`config.mk`:
```
export PLATFORM = sky130hd
export DESIGN_NAME = reciprocal_tachometer_bargraph_unit
export DESIGN_NICKNAME = d
export VERILOG_FILES = /design/src/rtl/rtb_pkg.sv /design/src/rtl/reciprocal_tachometer_bargraph_unit.sv /design/src/rtl/rtb_front.sv /design/src/rtl/rtb_queue.sv /design/src/rtl/rtb_back.sv
export SDC_FILE = /design/constraint.sdc
export NUM_CORES = 2
export LEC_CHECK = 0
export BUFFER_PORTS_ARGS = -buffer_cell sky130_fd_sc_hd__buf_2
export CAP_MARGIN = 20
export CELL_PAD_IN_SITES_DETAIL_PLACEMENT = 1
export CELL_PAD_IN_SITES_GLOBAL_PLACEMENT = 1
export CORE_AREA = 10 10 378 380
export DETAILED_ROUTE_END_ITERATION = 16
export DIE_AREA = 0 0 388 390
export GPL_ROUTABILITY_DRIVEN = 0
export GPL_TIMING_DRIVEN = 0
export HOLD_SLACK_MARGIN = 0.05
export PLACE_DENSITY = 0.75
export SYNTH_ARGS = -nofsm -noshare
export SYNTH_HDL_FRONTEND = slang
export SYNTH_SLANG_ARGS = --single-unit
```
`constraint.sdc`:
```
create_clock -name clk -period 11.95 [get_ports clk]
set_input_delay 2.39 -clock clk [delete_from_list [all_inputs] [get_ports clk]]
set_output_delay 2.39 -clock clk [all_outputs]
set_load 0.1 [all_outputs]
```
`src/rtl/rtb_pkg.sv`:
```
// shared types, constants and threshold function for the reciprocal tachometer
// no dependencies
`default_nettype none
package rtb_pkg;

  localparam int unsigned BAR_LEVELS_DEF = 17;
  localparam int unsigned QUEUE_DEPTH    = 2;

  localparam int unsigned REF_W   = 27;
  localparam int unsigned CNT_W   = 32;
  localparam int unsigned FREQ_W  = 24;
  localparam int unsigned LVL_W   = 5;
  localparam int unsigned PROD_W  = REF_W + CNT_W;  // ref_clock_hz * edges
  localparam int unsigned DVD_W   = PROD_W + 4;     // times ten
  localparam int unsigned THR_W   = 12;             // thresholds up to 2200
  localparam int unsigned LCNT_W  = 6;              // holds up to 32 levels
  localparam int unsigned ADDR_W  = 3;

  localparam logic [CNT_W-1:0]  CNT_MAX  = {CNT_W{1'b1}};
  localparam logic [FREQ_W-1:0] FREQ_MAX = {FREQ_W{1'b1}};
  localparam logic [LVL_W-1:0]  LVL_MAX  = {LVL_W{1'b1}};

  localparam logic [REF_W-1:0] REF_CLOCK_RST  = REF_W'(8000000);
  localparam logic [CNT_W-1:0] GATE_TICKS_RST = CNT_W'(4000000);

  // register indexes, decoded from paddr[2]
  localparam logic REG_REF_CLOCK  = 1'b0;
  localparam logic REG_GATE_TICKS = 1'b1;

  // one finished window handed from front to back
  typedef struct packed {
    logic [REF_W-1:0] ref_hz;
    logic [CNT_W-1:0] edge_cnt;
    logic [CNT_W-1:0] tick_cnt;
  } rtb_job_t;

  // bar threshold k in decihertz: 67, 133, ... for k = 1, 2, ...
  function automatic logic [THR_W-1:0] bar_threshold(input int unsigned k);
    return THR_W'((200 * k + 1) / 3);
  endfunction

endpackage
`default_nettype wire

```
`src/rtl/reciprocal_tachometer_bargraph_unit.sv`:
```
// top level of the reciprocal tachometer with bar graph output
// depends on rtb_pkg, rtb_front, rtb_queue, rtb_back
//
//   channel | direction | handshake              | payload
//   --------+-----------+------------------------+-----------------------------------
//   in      | input     | in_valid / in_stall    | in_signal_edge
//   out     | output    | out_valid / out_stall  | out_freq_decihz, out_bar_level,
//           |           |                        | out_over_range
//   cfg     | input     | psel/penable/pwrite    | paddr, pwdata, prdata, pready
//
// one item per cycle while in_stall is low: the front end counts every accepted tick
// a closed window passes through the window queue and the back end states multiply, load,
// the one-bit-per-cycle restoring divide (63 steps), saturate and done to the output
// in_stall rises only while the two-entry window queue is full
// synchronous active-low reset; no clearing pass, counters reset at once
`default_nettype none
module reciprocal_tachometer_bargraph_unit import rtb_pkg::*; #(
  parameter int unsigned BAR_LEVELS = BAR_LEVELS_DEF
) (
  input  wire logic              clk,
  input  wire logic              rst_n,
  // input channel
  input  wire logic              in_valid,
  output logic                   in_stall,
  input  wire logic              in_signal_edge,
  // result channel
  output logic                   out_valid,
  input  wire logic              out_stall,
  output logic [FREQ_W-1:0]      out_freq_decihz,
  output logic [LVL_W-1:0]       out_bar_level,
  output logic                   out_over_range,
  // configuration port
  input  wire logic              psel,
  input  wire logic              penable,
  input  wire logic              pwrite,
  input  wire logic [ADDR_W-1:0] paddr,
  input  wire logic [31:0]       pwdata,
  output logic [31:0]            prdata,
  output logic                   pready
);

  logic [REF_W-1:0] ref_clock_r;
  logic [CNT_W-1:0] gate_ticks_r;
  logic             cfg_wr;
  logic             in_acc;
  logic             job_push, q_pop, q_empty, q_full;
  rtb_job_t         push_job, pop_job;

  // config registers, decoded on paddr[2]
  assign pready = 1'b1;
  assign cfg_wr = psel && penable && pwrite;

  always_ff @(posedge clk) begin
    if (!rst_n) begin
      ref_clock_r  <= REF_CLOCK_RST;
      gate_ticks_r <= GATE_TICKS_RST;
    end else if (cfg_wr) begin
      unique case (paddr[2])
        REG_REF_CLOCK:  ref_clock_r  <= pwdata[REF_W-1:0];
        REG_GATE_TICKS: gate_ticks_r <= pwdata;
        default: ;
      endcase
    end
  end

  always_comb begin
    unique case (paddr[2])
      REG_REF_CLOCK:  prdata = {{(32-REF_W){1'b0}}, ref_clock_r};
      REG_GATE_TICKS: prdata = gate_ticks_r;
      default:        prdata = '0;
    endcase
  end

  // input held off only when no room is left for a closing window
  assign in_stall = q_full;
  assign in_acc   = in_valid && !in_stall;

  rtb_front u_front (
    .clk          (clk),
    .rst_n        (rst_n),
    .accept       (in_acc),
    .sig_edge     (in_signal_edge),
    .ref_clock_hz (ref_clock_r),
    .gate_ticks   (gate_ticks_r),
    .job_push     (job_push),
    .job          (push_job)
  );

  rtb_queue u_queue (
    .clk      (clk),
    .rst_n    (rst_n),
    .push     (job_push),
    .push_job (push_job),
    .pop      (q_pop),
    .pop_job  (pop_job),
    .empty    (q_empty),
    .full     (q_full)
  );

  rtb_back #(
    .BAR_LEVELS (BAR_LEVELS)
  ) u_back (
    .clk             (clk),
    .rst_n           (rst_n),
    .q_empty         (q_empty),
    .q_job           (pop_job),
    .q_pop           (q_pop),
    .out_valid       (out_valid),
    .out_stall       (out_stall),
    .out_freq_decihz (out_freq_decihz),
    .out_bar_level   (out_bar_level),
    .out_over_range  (out_over_range)
  );

endmodule
`default_nettype wire

```
`src/rtl/rtb_front.sv`:
```
// front end: window phase tracking and saturating tick, edge, gate counters
// depends on rtb_pkg
`default_nettype none
module rtb_front import rtb_pkg::*; (
  input  wire logic             clk,
  input  wire logic             rst_n,
  input  wire logic             accept,
  input  wire logic             sig_edge,
  input  wire logic [REF_W-1:0] ref_clock_hz,
  input  wire logic [CNT_W-1:0] gate_ticks,
  output logic                  job_push,
  output rtb_job_t              job
);

  typedef enum logic [2:0] {
    PH_WAIT  = 3'b001,
    PH_GATE  = 3'b010,
    PH_ARMED = 3'b100
  } phase_t;

  phase_t           phase_r, phase_nxt;
  logic [CNT_W-1:0] tick_r, tick_nxt, edge_r, edge_nxt, gate_r, gate_nxt;
  logic [CNT_W-1:0] tick_inc, edge_inc, gate_inc;

  assign tick_inc = (tick_r == CNT_MAX) ? tick_r : tick_r + 1'b1;
  assign edge_inc = (edge_r == CNT_MAX) ? edge_r : edge_r + 1'b1;
  assign gate_inc = (gate_r == CNT_MAX) ? gate_r : gate_r + 1'b1;

  always_comb begin
    phase_nxt    = phase_r;
    tick_nxt     = tick_r;
    edge_nxt     = edge_r;
    gate_nxt     = gate_r;
    job_push     = 1'b0;
    job.ref_hz   = ref_clock_hz;
    job.edge_cnt = sig_edge ? edge_inc : edge_r;
    job.tick_cnt = tick_inc;
    if (accept) begin
      unique case (phase_r)
        PH_GATE, PH_ARMED: begin
          tick_nxt = tick_inc;
          gate_nxt = gate_inc;
          if (sig_edge) edge_nxt = edge_inc;
          if (phase_r == PH_GATE) begin
            if (gate_inc >= gate_ticks) phase_nxt = PH_ARMED;
          end else if (sig_edge) begin
            // closing edge: hand the window to the back end
            job_push  = 1'b1;
            phase_nxt = PH_WAIT;
          end
        end
        default: begin
          phase_nxt = PH_WAIT;
          if (sig_edge) begin
            tick_nxt  = '0;
            edge_nxt  = '0;
            gate_nxt  = '0;
            phase_nxt = PH_GATE;
          end
        end
      endcase
    end
  end

  always_ff @(posedge clk) begin
    if (!rst_n) begin
      phase_r <= PH_WAIT;
      tick_r  <= '0;
      edge_r  <= '0;
      gate_r  <= '0;
    end else begin
      phase_r <= phase_nxt;
      tick_r  <= tick_nxt;
      edge_r  <= edge_nxt;
      gate_r  <= gate_nxt;
    end
  end

endmodule
`default_nettype wire

```
`src/rtl/rtb_queue.sv`:
```
// short job queue between front and back ends
// depends on rtb_pkg
`default_nettype none
module rtb_queue import rtb_pkg::*; (
  input  wire logic     clk,
  input  wire logic     rst_n,
  input  wire logic     push,
  input  wire rtb_job_t push_job,
  input  wire logic     pop,
  output rtb_job_t      pop_job,
  output logic          empty,
  output logic          full
);

  localparam int unsigned PTR_W = (QUEUE_DEPTH > 1) ? $clog2(QUEUE_DEPTH) : 1;
  localparam int unsigned FILL_W = $clog2(QUEUE_DEPTH + 1);

  rtb_job_t          slot_r [QUEUE_DEPTH];
  logic [PTR_W-1:0]  wr_ptr_r, wr_ptr_nxt, rd_ptr_r, rd_ptr_nxt;
  logic [FILL_W-1:0] fill_r, fill_nxt;

  assign empty   = (fill_r == '0);
  assign full    = (fill_r == FILL_W'(QUEUE_DEPTH));
  assign pop_job = slot_r[rd_ptr_r];

  always_comb begin
    wr_ptr_nxt = wr_ptr_r;
    rd_ptr_nxt = rd_ptr_r;
    fill_nxt   = fill_r;
    if (push) begin
      wr_ptr_nxt = (wr_ptr_r == PTR_W'(QUEUE_DEPTH - 1)) ? '0 : wr_ptr_r + 1'b1;
    end
    if (pop) begin
      rd_ptr_nxt = (rd_ptr_r == PTR_W'(QUEUE_DEPTH - 1)) ? '0 : rd_ptr_r + 1'b1;
    end
    if (push && !pop)      fill_nxt = fill_r + 1'b1;
    else if (pop && !push) fill_nxt = fill_r - 1'b1;
  end

  always_ff @(posedge clk) begin
    if (push) slot_r[wr_ptr_r] <= push_job;
  end

  always_ff @(posedge clk) begin
    if (!rst_n) begin
      wr_ptr_r <= '0;
      rd_ptr_r <= '0;
      fill_r   <= '0;
    end else begin
      wr_ptr_r <= wr_ptr_nxt;
      rd_ptr_r <= rd_ptr_nxt;
      fill_r   <= fill_nxt;
    end
  end

endmodule
`default_nettype wire

```
`src/rtl/rtb_back.sv`:
```
// back end: multiply, restoring divide, saturate, bar level, output register
// depends on rtb_pkg
`default_nettype none
module rtb_back import rtb_pkg::*; #(
  parameter int unsigned BAR_LEVELS = BAR_LEVELS_DEF
) (
  input  wire logic              clk,
  input  wire logic              rst_n,
  input  wire logic              q_empty,
  input  wire rtb_job_t          q_job,
  output logic                   q_pop,
  output logic                   out_valid,
  input  wire logic              out_stall,
  output logic [FREQ_W-1:0]      out_freq_decihz,
  output logic [LVL_W-1:0]       out_bar_level,
  output logic                   out_over_range
);

  localparam int unsigned STEP_W = $clog2(DVD_W);

  typedef enum logic [5:0] {
    S_IDLE = 6'b000001,
    S_MUL  = 6'b000010,
    S_LOAD = 6'b000100,
    S_DIV  = 6'b001000,
    S_SAT  = 6'b010000,
    S_DONE = 6'b100000
  } bstate_t;

  bstate_t            state_r, state_nxt;
  logic [REF_W-1:0]   ref_r;
  logic [CNT_W-1:0]   edge_r, div_r;
  logic [PROD_W-1:0]  prod_r;
  logic [CNT_W:0]     rem_r, rem_sh;
  logic [DVD_W-1:0]   quo_r;
  logic [STEP_W-1:0]  step_r;
  logic [FREQ_W-1:0]  freq_r;
  logic               q_bit;
  logic               out_valid_r;
  logic [FREQ_W-1:0]  out_freq_r;
  logic [LVL_W-1:0]   out_lvl_r;
  logic               out_over_r;
  logic               out_free;
  logic               over;
  logic [LCNT_W-1:0]  lvl_cnt;
  logic [LVL_W-1:0]   lvl;

  assign out_free = !out_valid_r || !out_stall;
  assign q_pop    = (state_r == S_IDLE) && !q_empty;

  // one quotient bit per cycle
  assign rem_sh = {rem_r[CNT_W-1:0], quo_r[DVD_W-1]};
  assign q_bit  = (rem_sh >= {1'b0, div_r});

  // bar level from the saturated frequency
  always_comb begin
    over    = ({{(FREQ_W-THR_W){1'b0}}, bar_threshold(BAR_LEVELS + 1)} <= freq_r);
    lvl_cnt = '0;
    for (int unsigned k = 1; k <= BAR_LEVELS; k++) begin
      if ({{(FREQ_W-THR_W){1'b0}}, bar_threshold(k)} <= freq_r) lvl_cnt = lvl_cnt + 1'b1;
    end
    if (over)                         lvl = '0;
    else if (lvl_cnt > LCNT_W'(LVL_MAX)) lvl = LVL_MAX;
    else                              lvl = lvl_cnt[LVL_W-1:0];
  end

  always_comb begin
    state_nxt = state_r;
    unique case (state_r)
      S_IDLE: if (!q_empty) state_nxt = S_MUL;
      S_MUL:  state_nxt = S_LOAD;
      S_LOAD: state_nxt = S_DIV;
      S_DIV:  if (step_r == '0) state_nxt = S_SAT;
      S_SAT:  state_nxt = S_DONE;
      S_DONE: if (out_free) state_nxt = S_IDLE;
      default: state_nxt = S_IDLE;
    endcase
  end

  always_ff @(posedge clk) begin
    unique case (state_r)
      S_IDLE: begin
        ref_r  <= q_job.ref_hz;
        edge_r <= q_job.edge_cnt;
        div_r  <= q_job.tick_cnt;
      end
      S_MUL: prod_r <= PROD_W'(ref_r) * PROD_W'(edge_r);
      S_LOAD: begin
        // times ten as 8x + 2x
        quo_r  <= DVD_W'({prod_r, 3'b000}) + DVD_W'({prod_r, 1'b0});
        rem_r  <= '0;
        step_r <= STEP_W'(DVD_W - 1);
      end
      S_DIV: begin
        rem_r  <= q_bit ? rem_sh - {1'b0, div_r} : rem_sh;
        quo_r  <= {quo_r[DVD_W-2:0], q_bit};
        step_r <= step_r - 1'b1;
      end
      S_SAT: begin
        priority if (div_r == '0)              freq_r <= '0;
        else if (quo_r[DVD_W-1:FREQ_W] != '0) freq_r <= FREQ_MAX;
        else                                   freq_r <= quo_r[FREQ_W-1:0];
      end
      default: ;
    endcase
  end

  always_ff @(posedge clk) begin
    if ((state_r == S_DONE) && out_free) begin
      out_freq_r <= freq_r;
      out_lvl_r  <= lvl;
      out_over_r <= over;
    end
  end

  always_ff @(posedge clk) begin
    if (!rst_n) begin
      state_r     <= S_IDLE;
      out_valid_r <= 1'b0;
    end else begin
      state_r <= state_nxt;
      if ((state_r == S_DONE) && out_free) out_valid_r <= 1'b1;
      else if (!out_stall)                  out_valid_r <= 1'b0;
    end
  end

  assign out_valid       = out_valid_r;
  assign out_freq_decihz = out_freq_r;
  assign out_bar_level   = out_lvl_r;
  assign out_over_range  = out_over_r;

endmodule
`default_nettype wire

```
Word level (Yosys, flattened, before mapping)
Memory sizes are Yosys's and may differ from the RTL's. A register that Yosys moved wholly into a read port is not among the register bits.
Index checks and enable logic that the tools add are counted.
{"block": "op_classes", "n_reduce_logical": 27, "n_addsub": 26, "n_eq_ne": 18, "shift": 0, "order_cmp": 21, "multipliers": 1, "bitwise_logic": 1, "div_mod_pow": 0, "mux": 53}
{"operator": "32-bit two-way mux", "count": 9}
{"operator": "10-bit by 24-bit less-or-equal comparator with 1-bit output, first input constant", "count": 8}
{"operator": "32-bit case mux with 2 select lines", "count": 2}
{"operator": "63-bit case mux with 2 select lines", "count": 1}
{"operator": "6-bit two-way mux", "count": 19}
{"operator": "32-bit by 1-bit adder with 32-bit output, second input constant", "count": 3}
{"operator": "32-bit equality test, second input constant", "count": 3}
{"operator": "9-bit by 24-bit less-or-equal comparator with 1-bit output, first input constant", "count": 4}
{"operator": "6-bit by 1-bit adder with 6-bit output, second input constant", "count": 15}
{"operator": "11-bit by 24-bit less-or-equal comparator with 1-bit output, first input constant", "count": 3}
{"operator": "62-bit by 60-bit adder with 63-bit output", "count": 1}
{"operator": "27-bit by 32-bit multiplier with 59-bit output", "count": 1}
{"operator": "8-bit by 24-bit less-or-equal comparator with 1-bit output, first input constant", "count": 2}
{"operator": "39-bit nonzero test", "count": 1}
{"operator": "6-bit case mux with 6 select lines", "count": 1}
{"operator": "33-bit by 32-bit greater-or-equal comparator with 1-bit output", "count": 1}
{"operator": "32-bit greater-or-equal comparator", "count": 1}
{"operator": "32-bit zero test", "count": 1}
{"operator": "32-bit subtractor", "count": 1}
{"operator": "7-bit by 24-bit less-or-equal comparator with 1-bit output, first input constant", "count": 1}
{"operator": "24-bit two-way mux", "count": 1}
{"operator": "3-bit two-way mux", "count": 4}
{"operator": "6-bit case mux with 2 select lines", "count": 1}
{"operator": "1-bit two-way mux", "count": 11}
{"operator": "31 further kinds", "count": 52}
{"block": "totals", "latchBits": 0, "romBits": 0, "regBits": 383, "ramBits": 182, "mem_count": 1, "output_inout_bits": 65}
{"name": "u_queue.slot_r", "depth": 2, "width": 91, "read_ports": 1, "rd_clocked_by_memory_dff": 1, "wr": 1, "line_no": "rtb_queue.sv:18", "rtl": "rtb_job_t slot_r [QUEUE_DEPTH];"}

Longest topological paths before layout
{"block": "depth", "word_depth": 36, "ltp_mapped": 56}

Hierarchy
From an unflattened synthesis, not the netlist that was laid out.
{"block": "hier_totals", "cells_unflattened": 6222, "hier_area_um2": 61531.5}
{"module": "rtb_back", "n_inst": 1, "cells_per_inst": 4681, "seq_area_each_um2": 9298.9, "area_per_inst_um2": 44662.8}
{"module": "rtb_front", "n_inst": 1, "cells_per_inst": 957, "seq_area_each_um2": 1981.9, "area_per_inst_um2": 7332.0}
{"module": "rtb_queue", "n_inst": 1, "cells_per_inst": 305, "seq_area_each_um2": 5565.3, "area_per_inst_um2": 6817.8}
{"module": "reciprocal_tachometer_bargraph_unit", "n_inst": 1, "cells_per_inst": 279, "seq_area_each_um2": 1181.1, "area_per_inst_um2": 2718.9}

Worst setup path before layout
OpenSTA, ideal clock, no wires.
{"block": "synth_timing", "path_type": "register -> register", "start": "register u_back.freq_r[15]", "end": "register u_back.out_lvl_r[2] (netlist: u_back.out_bar_level[2]) (data pin)", "required_time_ns": 11.681, "path_slack_ns": 1.305, "t_arrival_ns": 10.377, "stages_incl_launch_ff": 57, "setup_time_ns": 0.269, "path_buffers": 2, "period_less_slack_ns": 10.645, "cell_sequence": "edfxtp_1 -> or4_4 -> or3_1 -> buf_6 -> nor3_2 -> a21oi_1 -> o211ai_1 -> a21o_1 -> inv_1 -> ha_1 -> clkbuf_1 -> xnor2_1 -> ha_1 -> o31a_1 -> or2_2 -> ha_1 -> o21ai_0 -> nand2_1 -> [21 not listed] -> ha_1 -> nand2b_1 -> and2_1 -> ha_1 -> mux2i_1 -> nor2b_1 -> ha_1 -> mux2_2 -> ha_1 -> mux2_2 -> ha_1 -> nand2_1 -> xor2_1 -> nand4_1 -> nor2b_2 -> nand2_1 -> xnor2_1 -> a21oi_1"}
{"block": "synth_between", "elab_chain_len": 36, "word_cells_on_any_way": 53, "classes_between": "add/sub: 16; order compare: 19; mux: 18"}
{"item": "from (decl)", "line_no": "rtb_back.sv:37", "rtl": "logic [FREQ_W-1:0] freq_r;"}
{"item": "from (signal assigned)", "line_no": "rtb_back.sv:102", "rtl": "else freq_r <= quo_r[FREQ_W-1:0];"}
{"item": "7-bit by 24-bit less-or-equal comparator with 1-bit output", "line_no": "rtb_back.sv:60", "rtl": "if ({{(FREQ_W-THR_W){1'b0}}, bar_threshold(k)} <= freq_r) lvl_cnt = lvl_cnt + 1'b1;"}
{"item": "1-bit two-way mux", "line_no": "rtb_back.sv:60"}
{"item": "1-bit by 1-bit adder with 2-bit output", "line_no": "rtb_back.sv:60"}
{"item": "6-bit two-way mux", "line_no": "rtb_back.sv:60"}
{"item": "6-bit by 1-bit adder with 6-bit output", "line_no": "rtb_back.sv:60"}
{"item": "6-bit two-way mux", "line_no": "rtb_back.sv:60"}
{"item": "6-bit by 1-bit adder with 6-bit output", "line_no": "rtb_back.sv:60"}
{"item": "6-bit two-way mux", "line_no": "rtb_back.sv:60"}
{"item": "[20 not listed]"}
{"item": "6-bit by 1-bit adder with 6-bit output", "line_no": "rtb_back.sv:60"}
{"item": "6-bit two-way mux", "line_no": "rtb_back.sv:60"}
{"item": "6-bit by 1-bit adder with 6-bit output", "line_no": "rtb_back.sv:60"}
{"item": "6-bit two-way mux", "line_no": "rtb_back.sv:60"}
{"item": "6-bit by 1-bit adder with 6-bit output", "line_no": "rtb_back.sv:60"}
{"item": "6-bit two-way mux", "line_no": "rtb_back.sv:60"}
{"item": "6-bit by 5-bit greater-than comparator with 1-bit output", "line_no": "rtb_back.sv:63", "rtl": "else if (lvl_cnt > LCNT_W'(LVL_MAX)) lvl = LVL_MAX;"}
{"item": "5-bit two-way mux", "line_no": "rtb_back.sv:63"}
{"item": "to (signal assigned)", "line_no": "rtb_back.sv:111", "rtl": "out_lvl_r <= lvl;"}
{"item": "to (decl)", "line_no": "rtb_back.sv:41", "rtl": "logic [LVL_W-1:0] out_lvl_r;"}
Parallel ways exist; a longest one is shown, timed or not.
A chain may end at the register's enable or synchronous reset.

Final worst setup path
{"block": "layout_timing", "start": "register u_back.edge_r[14]", "end": "register u_back.prod_r[56] (data pin)"}
{"block": "layout_between", "elab_chain_len": 1}
{"item": "from (decl)", "line_no": "rtb_back.sv:32", "rtl": "logic [CNT_W-1:0] edge_r, div_r;"}
{"item": "from (signal assigned)", "line_no": "rtb_back.sv:84", "rtl": "edge_r <= q_job.edge_cnt;"}
{"item": "27-bit by 32-bit multiplier with 59-bit output", "line_no": "rtb_back.sv:87", "rtl": "S_MUL: prod_r <= PROD_W'(ref_r) * PROD_W'(edge_r);"}
{"item": "to (signal assigned)", "line_no": "rtb_back.sv:87"}
{"item": "to (decl)", "line_no": "rtb_back.sv:33", "rtl": "logic [PROD_W-1:0] prod_r;"}
Every way passes these cells.

==> reports/metrics.cfg <==
[sta]
finalSetupViolCount = 0
finalClockSkew_ns = 0.0554
slew_violations = 0
period_share = 0.960
fin_crit_ns = 11.47
fmax_mhz = 87.2
finalHoldViolCount = 0
worst_pin_slew_ns = 1.25
max_slew_margin = 0.169

[placement]
port-buffer-count = 102
place_inst = 8068
hpwl_um = 156000

[floorplanning]
fp.coreArea_um2 = 135000
die_area_um2 = 151000
initial_core_util = 0.447
die_w_um = 388
die_y_um = 390
boundaryPins = 108
rows = 135

[clock_tree]
clock_sinks = 656
cts_tree = built
root_buffer = clkbuf_16
insertion_delay_ns = 0.69
cts.path.max_buffers = 3
cts-htree-levels = 3
numCtsBuffers = 73
clkTransAtPathRegs_ns = 0.06

[synth]
synth_area_per_cell_um2 = 9.80
ys_seq_area_frac = 0.298
syn_area_um2 = 60400
ys_types = 99
syn_inst = 6162
synth_ff_type = edfxtp_1
synthesis.nets = 7297
synth_edf_count = 487
ys_warn_count = 0
async_flop_share = 0
ys_ff_latch = 656

[drt]
first_iter_violations = 3148
dr.pass1.iters = 6
vias = 46100
wire_per_inst_um = 23.8
drc = 0
met2WireLength_um = 93100
ant_nets = 0
met3WireLength_um = 13700
wl_met1_um = 78100
routed_wl_um = 196000
vias_per_cell = 5.61
routed.top_layer = met5

[global_route]
antenna_found_initial = 7
grt_start_max_net_pins = 65
grt_pass1_vias = 50200
grt_pass1_wl_um = 300000
grt_util_all_layers = 0.257
grt_overflow = 0

[finish]
layout-drive-gt1-share = 0.0672
nets = 7504
area_growth_pct = 9.49
utilization = 0.490
fin_cells = 8213

[run_status]
status = complete, no violations

[run]
max_cap_viol_count = 0

[hold_path]
hold_path.class = reg -> reg

[critical_path]
slowest_stage = clkbuf_1
start_kind = register
crit_fanout = 10
path_class = reg -> reg
critPathRequiredTime_ns = 12.33
path_common_cell = fa_1
slowest_delay_ns = 0.86
arrival_ns = 11.85
end_kind = register

## state kept, by name, summed over array words and instances (netlist names), 32 cells and up
name / cells
u_back.quo_r: 63
u_back.edge_r: 32
u_front.edge_r: 32
u_back.prod_r: 59
u_front.tick_r: 32
u_back.div_r: 32
u_queue.slot_r: 182
gate_ticks_r: 32
u_front.gate_r: 32
u_back.rem_r: 32
## cells in the mapped netlist (all sizes together) (118+ instances only)
cell,instances,area (um^2)
nand3,118,591
nand2,1020,3830
xnor2,162,1440
fa,751,15000
nor2,240,901
and2,200,1250
mux2,124,1400
a21oi,183,920
edfxtp,487,14600
clkbuf,298,1120
inv,920,3450
dfxtp,169,3380
ha,341,4270
o21ai,156,781
## area by class of cell
class                           instances  area, um^2
Inverter                              920        3450
Clock inverter                         41         464
Tap cell                             1781        2230
Clock buffer                           92        1980
Antenna cell                            5        12.5
Fill cell                           15200       68800
Multi-Input combinational cell       4271       37800
Sequential cell                       656       18000
Timing Repair Buffer                  133         946
Buffer                                314        1190
## layout by cell type, fill, tap and decap left out, drive strengths merged, types with 169 or more instances in the layout
master  count
a21oi     183
and2      200
clkbuf    389
dfxtp     169
edfxtp    487
fa        751
ha        341
inv       927
nand2    1020
nor2      240
## metal layers
metal  up-vias  GRT usage
li1      20400          -
met3       482     0.0495
met4         4      0.125
met2      1550      0.431
met5         -          0
met1     23700      0.316
## worst max-delay path: cells and delay by family, from the launching register on
kind,cells,cell delay (ns)
flip-flops,1,0.48
AND/OR/NAND/NOR,1,0.19
adder cells (fa/ha/maj),8,3.86
AO/OA/AOI/OAI,17,4.77
XOR/XNOR,1,0.13
buffers and inverters,7,1.71
## kinds of logic after synthesis
logic type / share of synthesized area
mux: 0.0255
compound gates: 0.0894
xor+xnor: 0.0402
flops: 0.298
simple gates: 0.150
fa+ha+maj: 0.320
buf+inv: 0.0770
other cells: 0.0000621
## what timing repair did
action,CTS,global route
pin swaps,0,5
endpoints found under the setup margin,5,5
hold buffers,0,0
setup buffers,0,6
gates resized for setup,2,9
## worst paths after layout
| kind | startpoint | to | slack (ns) | depth (start not counted) |
|---|---|---|---|---|
| max | u_back.edge_r[14]$_DFFE_PN_ | u_back.prod_r[56]$_DFFE_PP_ | 0.48 | 34 |
| min | u_back.freq_r[6]$_SDFFCE_PN0P_ | u_back.out_freq_decihz[6]$_DFFE_PP_ | 0.45 | 0 |
| max reg2reg | u_back.edge_r[14]$_DFFE_PN_ | u_back.prod_r[56]$_DFFE_PP_ | 0.48 | 34 |
| min reg2reg | u_back.freq_r[6]$_SDFFCE_PN0P_ | u_back.out_freq_decihz[6]$_DFFE_PP_ | 0.45 | 0 |
## per-stage QoR
stage	hold WS (ns)	instance area [um^2]	setup slack (ns)	setup TNS [ns]
floorplan	0.424	60400	1.30	0
global placement	0.433	63100	-1.87	-6.23
detailed placement	0.436	63500	-0.232	-0.726
CTS	0.448	66000	0.123	0
global route	0.466	66100	-0.0138	-0.0273
finish	0.445	66100	0.481	0
Power is left out: the tool's default activity adds up to more than one toggle a clock period on the data nets, which glitch-free logic cannot reach.
